**config.mk**
```make
export PLATFORM = sky130hd
export DESIGN_NAME = strided_prefetch_queue_top
export DESIGN_NICKNAME = d
export VERILOG_FILES = /design/src/rtl/spq_pkg.sv /design/src/rtl/strided_prefetch_queue_top.sv /design/src/rtl/spq_ram.sv /design/src/rtl/spq_stride_div.sv
export SDC_FILE = /design/constraint.sdc
export NUM_CORES = 2
export LEC_CHECK = 0
export BUFFER_PORTS_ARGS = -buffer_cell sky130_fd_sc_hd__buf_2
export CAP_MARGIN = 20
export CORE_UTILIZATION = 55
export CTS_CLUSTER_DIAMETER = 150
export DETAILED_ROUTE_END_ITERATION = 7
export PLACE_DENSITY = 0.75
export SETUP_SLACK_MARGIN = 0.15
export SYNTH_ARGS = -nofsm -noshare
export SYNTH_HDL_FRONTEND = slang
export SYNTH_SLANG_ARGS = --single-unit
export TNS_END_PERCENT = 5
```
**constraint.sdc**
```tcl
create_clock -name clk -period 24.4 [get_ports clk]
set_input_delay 3.66 -clock clk [delete_from_list [all_inputs] [get_ports clk]]
set_output_delay 3.66 -clock clk [all_outputs]
set_load 0.02 [all_outputs]
```
**src/rtl/spq_pkg.sv**
```systemverilog
package spq_pkg;

    localparam int QUEUE_DEPTH_DEF = 8;

    localparam int VB_W   = 17;
    localparam int ES_W   = 7;
    localparam int ID_W   = 32;
    localparam int ADDR_W = 64;

    localparam logic [VB_W-1:0] VB_RESET = 17'd8192;

    typedef logic [1:0] cmd_t;

    localparam cmd_t CMD_FILL = 2'd0;
    localparam cmd_t CMD_POP  = 2'd1;
    localparam cmd_t CMD_CMPL = 2'd2;
    localparam cmd_t CMD_PEEK = 2'd3;

    typedef logic [1:0] kind_t;

    localparam kind_t KIND_NEW  = 2'd0;
    localparam kind_t KIND_POP  = 2'd1;
    localparam kind_t KIND_CMPL = 2'd2;
    localparam kind_t KIND_PEEK = 2'd3;

    typedef struct packed {
        logic [ID_W-1:0]   id;
        logic [ADDR_W-1:0] addr_first;
        logic [ADDR_W-1:0] addr_second;
        logic [ADDR_W-1:0] addr_dest;
        logic [ES_W-1:0]   elem_size;
        logic              is_move;
        logic              done;
        logic [ADDR_W-1:0] ready;
    } spq_rec_t;

    localparam int REC_W = $bits(spq_rec_t);

endpackage

```
**src/rtl/strided_prefetch_queue_top.sv**
```systemverilog
// Strided prefetch queue: a FIFO of up to QUEUE_DEPTH prefetch records held in one
// synchronous RAM. A command is taken when start is high and busy is low; each result
// shows for one cycle under result_strobe and cannot be held off, with last marking the
// final result of a command. Pop and peek make one RAM read, none on an empty queue.
// Fill makes a tail read (skipped on an empty queue), runs the bit-serial stride divider
// (17 steps), then appends records, each advanced by the stride, until the queue is
// full; a fill on a full queue gives no result and leaves busy low. Completion scans
// from the head one RAM read per cycle. The user must see that vector_bytes is written
// only while busy is low; the block itself does not enforce this.
module strided_prefetch_queue_top
    import spq_pkg::*;
#(
    parameter int QUEUE_DEPTH = QUEUE_DEPTH_DEF
) (
    input  logic              clk,
    input  logic              rst_n,
    input  logic              vector_bytes_we,
    input  logic [VB_W-1:0]   vector_bytes_wdata,
    input  logic              start,
    output logic              busy,
    input  logic [1:0]        command,
    input  logic [ID_W-1:0]   conv_id,
    input  logic [ADDR_W-1:0] addr_first,
    input  logic [ADDR_W-1:0] addr_second,
    input  logic [ADDR_W-1:0] addr_dest,
    input  logic [ES_W-1:0]   elem_size,
    input  logic              is_move,
    input  logic [ADDR_W-1:0] ready_cycle,
    output logic              result_strobe,
    output logic [1:0]        kind,
    output logic              ok,
    output logic [ID_W-1:0]   rec_id,
    output logic [ADDR_W-1:0] rec_addr_first,
    output logic [ADDR_W-1:0] rec_addr_second,
    output logic [ADDR_W-1:0] rec_addr_dest,
    output logic [ES_W-1:0]   rec_elem_size,
    output logic              rec_is_move,
    output logic              rec_done,
    output logic [ADDR_W-1:0] rec_ready,
    output logic              last
);

    localparam int PTR_W = (QUEUE_DEPTH > 1) ? $clog2(QUEUE_DEPTH) : 1;
    localparam int CNT_W = $clog2(QUEUE_DEPTH + 1);
    localparam int SUM_W = CNT_W + 1;

    typedef enum logic [4:0] {
        S_IDLE   = 5'b00001,
        S_RDWAIT = 5'b00010,
        S_DIV    = 5'b00100,
        S_FILL   = 5'b01000,
        S_SCAN   = 5'b10000
    } state_t;

    state_t            state_reg, state_next;
    logic [PTR_W-1:0]  head_reg, head_next;
    logic [CNT_W-1:0]  count_reg, count_next;
    logic [VB_W-1:0]   vb_reg;
    logic [CNT_W-1:0]  scan_idx_reg, scan_idx_next;
    logic              pend_reg, pend_next;
    logic [PTR_W-1:0]  pend_addr_reg, pend_addr_next;
    cmd_t              cmd_reg, cmd_next;
    logic [ID_W-1:0]   cid_reg, cid_next;
    logic [ADDR_W-1:0] rdy_reg, rdy_next;
    spq_rec_t          base_reg, base_next;

    logic              strobe_reg;
    kind_t             kind_reg;
    logic              ok_reg;
    logic              last_reg;
    spq_rec_t          out_rec_reg;

    logic              emit_valid;
    kind_t             emit_kind;
    logic              emit_ok;
    logic              emit_last;
    spq_rec_t          emit_rec;

    logic              ram_we;
    logic [PTR_W-1:0]  ram_waddr;
    spq_rec_t          ram_wdata;
    logic              ram_re;
    logic [PTR_W-1:0]  ram_raddr;
    logic [REC_W-1:0]  ram_rdata;
    spq_rec_t          rd_rec;

    logic              div_start;
    logic [ES_W-1:0]   div_divisor;
    logic              div_done;
    logic [VB_W-1:0]   stride;

    logic              accept;
    spq_rec_t          adv_rec;
    spq_rec_t          seed_rec;
    spq_rec_t          mark_rec;

    function automatic logic [PTR_W-1:0] wrap_idx(input logic [SUM_W-1:0] s);
        logic [SUM_W-1:0] t;
        t = (s >= SUM_W'(QUEUE_DEPTH)) ? s - SUM_W'(QUEUE_DEPTH) : s;
        return t[PTR_W-1:0];
    endfunction

    function automatic spq_rec_t advance(input spq_rec_t r, input logic [VB_W-1:0] s);
        spq_rec_t          n;
        logic [ADDR_W-1:0] sx;
        sx            = ADDR_W'(s);
        n             = r;
        n.id          = r.id + ID_W'(1);
        n.done        = 1'b0;
        n.ready       = '0;
        n.addr_first  = r.addr_first + sx;
        n.addr_second = r.is_move ? '0 : r.addr_second + sx;
        n.addr_dest   = r.addr_dest + sx;
        return n;
    endfunction

    spq_ram #(
        .WIDTH(REC_W),
        .DEPTH(QUEUE_DEPTH)
    ) u_ram (
        .clk    (clk),
        .wr_en  (ram_we),
        .wr_addr(ram_waddr),
        .wr_data(ram_wdata),
        .rd_en  (ram_re),
        .rd_addr(ram_raddr),
        .rd_data(ram_rdata)
    );

    spq_stride_div u_div (
        .clk     (clk),
        .rst_n   (rst_n),
        .start   (div_start),
        .dividend(vb_reg),
        .divisor (div_divisor),
        .done    (div_done),
        .stride  (stride)
    );

    assign rd_rec  = spq_rec_t'(ram_rdata);
    assign busy    = (state_reg != S_IDLE);
    assign accept  = start && !busy;
    assign adv_rec = advance(base_reg, stride);

    always_comb
    begin
        seed_rec.id          = conv_id;
        seed_rec.addr_first  = addr_first;
        seed_rec.addr_second = addr_second;
        seed_rec.addr_dest   = addr_dest;
        seed_rec.elem_size   = elem_size;
        seed_rec.is_move     = is_move;
        seed_rec.done        = 1'b0;
        seed_rec.ready       = '0;
        mark_rec             = rd_rec;
        mark_rec.done        = 1'b1;
        mark_rec.ready       = rdy_reg;
    end

    always_comb
    begin
        state_next     = state_reg;
        head_next      = head_reg;
        count_next     = count_reg;
        scan_idx_next  = scan_idx_reg;
        pend_next      = pend_reg;
        pend_addr_next = pend_addr_reg;
        cmd_next       = cmd_reg;
        cid_next       = cid_reg;
        rdy_next       = rdy_reg;
        base_next      = base_reg;
        emit_valid     = 1'b0;
        emit_kind      = KIND_NEW;
        emit_ok        = 1'b0;
        emit_last      = 1'b1;
        emit_rec       = '0;
        ram_we         = 1'b0;
        ram_waddr      = wrap_idx(SUM_W'(head_reg) + SUM_W'(count_reg));
        ram_wdata      = adv_rec;
        ram_re         = 1'b0;
        ram_raddr      = head_reg;
        div_start      = 1'b0;
        div_divisor    = rd_rec.elem_size;

        unique case (state_reg)
            S_IDLE:
            begin
                if (accept)
                begin
                    cmd_next = command;
                    cid_next = conv_id;
                    rdy_next = ready_cycle;
                    unique case (command) inside
                        CMD_FILL:
                        begin
                            if (count_reg == CNT_W'(QUEUE_DEPTH))
                            begin
                                state_next = S_IDLE;
                            end
                            else if (count_reg != '0)
                            begin
                                ram_re     = 1'b1;
                                ram_raddr  = wrap_idx(SUM_W'(head_reg) + SUM_W'(count_reg)
                                                      - SUM_W'(1));
                                state_next = S_RDWAIT;
                            end
                            else
                            begin
                                base_next   = seed_rec;
                                div_start   = 1'b1;
                                div_divisor = elem_size;
                                state_next  = S_DIV;
                            end
                        end
                        CMD_POP, CMD_PEEK:
                        begin
                            if (count_reg == '0)
                            begin
                                emit_valid = 1'b1;
                                emit_kind  = (command == CMD_POP) ? KIND_POP : KIND_PEEK;
                            end
                            else
                            begin
                                ram_re     = 1'b1;
                                ram_raddr  = head_reg;
                                state_next = S_RDWAIT;
                            end
                        end
                        CMD_CMPL:
                        begin
                            scan_idx_next = '0;
                            pend_next     = 1'b0;
                            state_next    = S_SCAN;
                        end
                        default:
                        begin
                            state_next = S_IDLE;
                        end
                    endcase
                end
            end
            S_RDWAIT:
            begin
                if (cmd_reg == CMD_FILL)
                begin
                    base_next   = rd_rec;
                    div_start   = 1'b1;
                    div_divisor = rd_rec.elem_size;
                    state_next  = S_DIV;
                end
                else
                begin
                    emit_valid = 1'b1;
                    emit_kind  = (cmd_reg == CMD_POP) ? KIND_POP : KIND_PEEK;
                    emit_ok    = 1'b1;
                    emit_rec   = rd_rec;
                    if (cmd_reg == CMD_POP)
                    begin
                        head_next  = (head_reg == PTR_W'(QUEUE_DEPTH - 1)) ? '0
                                     : head_reg + PTR_W'(1);
                        count_next = count_reg - CNT_W'(1);
                    end
                    state_next = S_IDLE;
                end
            end
            S_DIV:
            begin
                if (div_done)
                begin
                    state_next = S_FILL;
                end
            end
            S_FILL:
            begin
                ram_we     = 1'b1;
                emit_valid = 1'b1;
                emit_kind  = KIND_NEW;
                emit_ok    = 1'b1;
                emit_rec   = adv_rec;
                emit_last  = (count_reg + CNT_W'(1) == CNT_W'(QUEUE_DEPTH));
                count_next = count_reg + CNT_W'(1);
                base_next  = adv_rec;
                if (emit_last)
                begin
                    state_next = S_IDLE;
                end
            end
            S_SCAN:
            begin
                // one read issued per cycle; the previous read is compared here
                if (pend_reg && rd_rec.id == cid_reg)
                begin
                    ram_we     = 1'b1;
                    ram_waddr  = pend_addr_reg;
                    ram_wdata  = mark_rec;
                    emit_valid = 1'b1;
                    emit_kind  = KIND_CMPL;
                    emit_ok    = 1'b1;
                    emit_rec   = mark_rec;
                    state_next = S_IDLE;
                end
                else if (scan_idx_reg < count_reg)
                begin
                    ram_re         = 1'b1;
                    ram_raddr      = wrap_idx(SUM_W'(head_reg) + SUM_W'(scan_idx_reg));
                    pend_next      = 1'b1;
                    pend_addr_next = ram_raddr;
                    scan_idx_next  = scan_idx_reg + CNT_W'(1);
                end
                else if (pend_reg)
                begin
                    pend_next = 1'b0;
                end
                else
                begin
                    emit_valid = 1'b1;
                    emit_kind  = KIND_CMPL;
                    state_next = S_IDLE;
                end
            end
            default:
            begin
                state_next = S_IDLE;
            end
        endcase
    end

    always_ff @(posedge clk or negedge rst_n)
    begin
        if (!rst_n)
        begin
            state_reg    <= S_IDLE;
            head_reg     <= '0;
            count_reg    <= '0;
            vb_reg       <= VB_RESET;
            scan_idx_reg <= '0;
            pend_reg     <= 1'b0;
            strobe_reg   <= 1'b0;
        end
        else
        begin
            state_reg    <= state_next;
            head_reg     <= head_next;
            count_reg    <= count_next;
            scan_idx_reg <= scan_idx_next;
            pend_reg     <= pend_next;
            strobe_reg   <= emit_valid;
            if (vector_bytes_we)
            begin
                vb_reg <= vector_bytes_wdata;
            end
        end
    end

    always_ff @(posedge clk)
    begin
        pend_addr_reg <= pend_addr_next;
        cmd_reg       <= cmd_next;
        cid_reg       <= cid_next;
        rdy_reg       <= rdy_next;
        base_reg      <= base_next;
        if (emit_valid)
        begin
            kind_reg    <= emit_kind;
            ok_reg      <= emit_ok;
            last_reg    <= emit_last;
            out_rec_reg <= emit_rec;
        end
    end

    assign result_strobe   = strobe_reg;
    assign kind            = kind_reg;
    assign ok              = ok_reg;
    assign last            = last_reg;
    assign rec_id          = out_rec_reg.id;
    assign rec_addr_first  = out_rec_reg.addr_first;
    assign rec_addr_second = out_rec_reg.addr_second;
    assign rec_addr_dest   = out_rec_reg.addr_dest;
    assign rec_elem_size   = out_rec_reg.elem_size;
    assign rec_is_move     = out_rec_reg.is_move;
    assign rec_done        = out_rec_reg.done;
    assign rec_ready       = out_rec_reg.ready;

    a_full_fill_silent: assert property (@(posedge clk) disable iff (!rst_n)
        (accept && command == CMD_FILL && count_reg == CNT_W'(QUEUE_DEPTH))
        |=> !result_strobe)
        else $error("fill on full queue produced a result");

    a_empty_head: assert property (@(posedge clk) disable iff (!rst_n)
        (accept && (command == CMD_POP || command == CMD_PEEK) && count_reg == '0)
        |=> (result_strobe && !ok && last && count_reg == '0))
        else $error("empty pop/peek not flagged");

    a_last_frees: assert property (@(posedge clk) disable iff (!rst_n)
        (result_strobe && last) |-> !busy)
        else $error("busy still high after final result");

    a_fill_ok: assert property (@(posedge clk) disable iff (!rst_n)
        (result_strobe && kind == KIND_NEW) |-> (ok && $past(count_reg) != CNT_W'(QUEUE_DEPTH)))
        else $error("new record issued without room");

endmodule

```
**src/rtl/spq_ram.sv**
```systemverilog
module spq_ram #(
    parameter int WIDTH = 8,
    parameter int DEPTH = 8
) (
    input  logic                                   clk,
    input  logic                                   wr_en,
    input  logic [((DEPTH > 1) ? $clog2(DEPTH) : 1)-1:0] wr_addr,
    input  logic [WIDTH-1:0]                       wr_data,
    input  logic                                   rd_en,
    input  logic [((DEPTH > 1) ? $clog2(DEPTH) : 1)-1:0] rd_addr,
    output logic [WIDTH-1:0]                       rd_data
);

    logic [WIDTH-1:0] mem [DEPTH];
    logic [WIDTH-1:0] rd_data_reg;

    always_ff @(posedge clk)
    begin
        if (wr_en)
        begin
            mem[wr_addr] <= wr_data;
        end
        if (rd_en)
        begin
            rd_data_reg <= mem[rd_addr];
        end
    end

    assign rd_data = rd_data_reg;

endmodule

```
**src/rtl/spq_stride_div.sv**
```systemverilog
// Restoring divider, one quotient bit per cycle; only the remainder is kept.
// stride = dividend - (dividend mod divisor), or 0 for a zero divisor.
module spq_stride_div
    import spq_pkg::*;
(
    input  logic            clk,
    input  logic            rst_n,
    input  logic            start,
    input  logic [VB_W-1:0] dividend,
    input  logic [ES_W-1:0] divisor,
    output logic            done,
    output logic [VB_W-1:0] stride
);

    localparam int STEP_W = $clog2(VB_W + 1);

    logic              active_reg, active_next;
    logic              done_reg, done_next;
    logic [STEP_W-1:0] step_reg, step_next;
    logic [ES_W:0]     rem_reg, rem_next;
    logic [VB_W-1:0]   shift_reg, shift_next;
    logic [VB_W-1:0]   dvd_reg, dvd_next;
    logic [ES_W-1:0]   dvs_reg, dvs_next;
    logic [ES_W:0]     trial;

    always_comb
    begin
        active_next = active_reg;
        done_next   = 1'b0;
        step_next   = step_reg;
        rem_next    = rem_reg;
        shift_next  = shift_reg;
        dvd_next    = dvd_reg;
        dvs_next    = dvs_reg;
        trial       = {rem_reg[ES_W-1:0], shift_reg[VB_W-1]};
        if (start)
        begin
            active_next = 1'b1;
            step_next   = STEP_W'(VB_W);
            rem_next    = '0;
            shift_next  = dividend;
            dvd_next    = dividend;
            dvs_next    = divisor;
        end
        else if (active_reg)
        begin
            rem_next   = (trial >= {1'b0, dvs_reg}) ? trial - {1'b0, dvs_reg} : trial;
            shift_next = {shift_reg[VB_W-2:0], 1'b0};
            step_next  = step_reg - STEP_W'(1);
            if (step_reg == STEP_W'(1))
            begin
                active_next = 1'b0;
                done_next   = 1'b1;
            end
        end
    end

    always_ff @(posedge clk or negedge rst_n)
    begin
        if (!rst_n)
        begin
            active_reg <= 1'b0;
            done_reg   <= 1'b0;
            step_reg   <= '0;
        end
        else
        begin
            active_reg <= active_next;
            done_reg   <= done_next;
            step_reg   <= step_next;
        end
    end

    always_ff @(posedge clk)
    begin
        rem_reg   <= rem_next;
        shift_reg <= shift_next;
        dvd_reg   <= dvd_next;
        dvs_reg   <= dvs_next;
    end

    assign done   = done_reg;
    assign stride = (dvs_reg == '0) ? '0 : dvd_reg - VB_W'(rem_reg);

endmodule
```
==> summary.log <==
INFO  place          buffer_ports.inserted=621
INFO  logic_synthesis synthTopCellsByArea=edfxtp_1 (73%), mux2_2 (5.1%), a221oi_1 (3.8%)
INFO  grt            grt_max_degree=175
INFO  pwr            peakVddDrop=0.0803mV
INFO  sta            hold_viol=0
INFO  pwr            design_power_total=15.0mW
INFO  critical_path  path_class=in2reg
INFO  run            drv.max_cap_violation_count=0
INFO  critical_path  crit_top_cell=buf_4
INFO  logic_synthesis synth.net_count=8906
INFO  floorplan      number_of_placement_rows=182
INFO  detailed_routing routed_via_density=6.68
INFO  layout         drive_above_1_share=20.5%
INFO  logic_synthesis synthDominantCellAreaShare=73.5%
INFO  clock_network  cts.sink_count=3398
INFO  sta            finalSetupTns=0ps
INFO  critical_path  timing.critical_path.required=25080ps
INFO  pwr            leak_pwr=52.4nW
INFO  detailed_routing drt_first_pass_iters=6
INFO  clock_network  cts.clk_slew.worst_paths=60ps
INFO  logic_synthesis synthMostInstantiatedCell=edfxtp_1
INFO  grt            globalRoute.totalOverflow=0
INFO  logic_synthesis synth_area_per_cell=16.1squm
INFO  grt            grt_util_all_layers=29.5%
INFO  clock_network  h-tree-depth=5
INFO  floorplan      floorplan.initialDensity=55.5%
INFO  detailed_routing via_count=84500
INFO  critical_path  path_buf_inv=6
INFO  logic_synthesis synth.lib_cells_used.distinct=91
INFO  critical_path  critical_path.cell_chain=buf_2, nand4b_1, inv_4, nand3_2, nor2_1, a311o_2, buf_4, buf_12, buf_4, buf_4, mux2_2, a221oi_1, o21ai_1
INFO  logic_synthesis synth.yosys.warnings=0
INFO  sta            tightestPinTransition=1410ps
INFO  sta            slew_headroom=5.99%
INFO  critical_path  crit_path_top_delay_cell=buf_4
INFO  critical_path  arrival=8870ps
INFO  clock_network  clock_latency_on_the_worst_skew_pair=970ps
INFO  sta            worst_clock_skew=79.7ps
INFO  detailed_routing drt_iter0_drc=10800
INFO  sta            max_clock_freq=122MHz
INFO  sta            maxSlewViolCount=0
INFO  layout         final_design_area_no_fill=154000squm
INFO  status         status=complete, no violations
INFO  clock_network  clock_tree_buf_depth=4
INFO  floorplan      die_h=501um
INFO  floorplan      core_area=247000squm
INFO  critical_path  timing.critical_path.to_type=flip-flop
INFO  layout         syn_to_final_growth=12.8%
INFO  logic_synthesis ys_async_sr_fraction=1.24%
INFO  worst_hold_path worst_hold_path_type=reg2reg
INFO  detailed_routing detail_route.wirelength=378000um
INFO  logic_synthesis yosys.area.top_type=edfxtp_1
INFO  grt            wire_length_of_the_first_global_routing_pass=547000um
INFO  sta            report.final.setup_viol=0
INFO  critical_path  critical-path-max-stage-delay=880ps
INFO  clock_network  postCtsHoldBufs=0
INFO  clock_network  root_buffer=clkbuf_16
INFO  place          detailed_place_hpwl=204000um
INFO  detailed_routing drc_errors=0
INFO  detailed_routing wire_per_inst=29.9um
INFO  logic_synthesis netlist_instances=8503
INFO  clock_network  cts_buffers=352
INFO  logic_synthesis synth.cell_area=137000squm
INFO  clock_network  cts_tree=yes
INFO  clock_network  cts.repair.resized=0
INFO  sta            fin_worst_hold_slack=495ps
INFO  logic_synthesis post_synth_most_frequent_cells=edfxtp_1 (3348), mux2_2 (621), a221oi_1 (594), clkbuf_1 (427), a22oi_1 (405)
INFO  critical_path  timing.critical_path.max_delay_family=buffers and inverters
INFO  critical_path  path_max_fanout=159
INFO  floorplan      top_level_ports=622
INFO  critical_path  crit_cells=13
INFO  logic_synthesis synth_top_flop_cell=edfxtp_1
INFO  worst_hold_path hold_path_depth=1
INFO  floorplan      dieArea=251000squm
INFO  floorplan      dieWidth=501um
INFO  logic_synthesis synth_edf_count=3348
INFO  logic_synthesis synth_seq_area_share=74.4%
INFO  critical_path  r2r.worst_path.cells=21
INFO  pwr            power_density=97.1nW/um^2
INFO  layout         largest_register_ffs=2376
INFO  grt            number_of_antenna_violations_at_the_first_check_in_global_routing=15
INFO  grt            first_global_vias=84300
INFO  layout         num-nets-final=9472
INFO  logic_synthesis synth-seq-cells=3398
INFO  clock_network  post_cts.repair.setup_buffers=0
INFO  sta            grt_setup_unrepaired=no
INFO  place          gpl.final_weighted_congestion=0.913
INFO  detailed_routing antenna_violating_nets_remaining=0
INFO  sta            final.period_utilization=33.6%
INFO  critical_path  worstSetupStartpointType=input port
INFO  place          dpl-instance-area=143000squm
INFO  sta            fin_crit=8190ps
## cell families (layout without fill, tap and decap cells)
kind of cell	count (synthesis)	after routing	share of synthesized area, %
AO/OA/AOI/OAI	2291	2291	12.0
XOR/XNOR	261	261	1.67
adder cells (fa/ha/maj)	86	86	0.821
buffers and inverters	635	1468	1.84
flip-flops	3398	3398	74.4
multiplexers	638	638	5.24
other	0	9	0
AND/OR/NAND/NOR	1194	1194	4.06
## where the power goes
| part | internal [mW] | switching, mW | leakage [nW] |
|---|---|---|---|
| Combinational | 0.736 | 1.73 | 15.5 |
| Clock | 2.99 | 2.18 | 5.32 |
| Sequential | 7.13 | 0.210 | 31.5 |
## through the flow
stage | cells | setup slack (ps) | utilization [%]
5_1_grt | 12700 | 15980 | 62.6
6_report | 12700 | 16210 | 62.6
2_1_floorplan | 8503 | -589 | -
3_3_place_gp | 12000 | 15440 | 58.1
4_1_cts | 12600 | 16310 | 62.5
3_5_place_dp | 12000 | 15260 | 58.1
## metal layers
| metal | routed length (um) | track usage, % | up-vias |
|---|---|---|---|
| met3 | 41400 | 6.37 | 960 |
| met5 | 107 | 0 | - |
| met1 | 141000 | 39.1 | 42600 |
| met2 | 176000 | 46.2 | 5596 |
| li1 | - | - | 35400 |
| met4 | 19600 | 15.0 | 14 |
## layout by cell type (no fill, tap or decap), drive strengths merged, types with 48 or more instances in the layout
cell and n:
inv 89, xnor2 149, a221o 115, clkinv 134, xor2 112, clkbuf 442, and2 77, buf 762
a21oi 197, a221oi 595, a22oi 405, a21o 202, o21ai 598, and3 48, nor2 354, ha 77
nor3 62, edfxtp 3348, nand2 404, nand3 76, mux2 621
## worst reg2reg max path, cell delays in order (launching register included)
cell and delay, ps:
dfxtp_1 450, inv_1 70, ha_1 260, nor2b_1 120, o21ai_0 240, a21oi_1 130
o21ai_0 210, a21oi_1 110, o21ai_0 240, a21boi_1 240, or3_1 400, a21oi_1 990
ha_1 460, nand2_1 180, a21o_1 110, a21boi_0 80, o21a_1 190, o21ai_1 630
a2111o_1 720, nor2_1 150, xnor2_1 210, o21ai_0 780
## final cells by class
cell class | count | area (sq um)
Antenna cell | 9 | 22.5
Clock buffer | 441 | 9370
Tap cell | 3312 | 4140
Sequential cell | 3398 | 102000
Inverter | 84 | 325
Clock inverter | 180 | 1560
Multi-Input combinational cell | 4470 | 32700
Fill cell | 17200 | 92300
Timing Repair Buffer | 763 | 4430
## path summary, 6_finish.rpt
check | startpoint | to | slack (ps)
setup reg to reg | u_div.rem_reg[1]$_SDFFE_PP0P_ | rec_addr_dest[53]$_DFFE_PP_ | 17080
hold / removal | u_div.done$_DFF_PN0_ | state_reg[2]$_DFFE_PN0P_ | 490
hold reg to reg | u_div.done$_DFF_PN0_ | state_reg[2]$_DFFE_PN0P_ | 490
min in group asynchronous | rst_n | result_strobe$_DFF_PN0_ | 2820
setup / recovery | start | u_ram.rd_data[133]$_DFFE_PP_ | 16210
max in group asynchronous | rst_n | scan_idx_reg[1]$_DFFE_PN0P_ | 21060
Note: power is estimated with default switching activity, not from simulation.
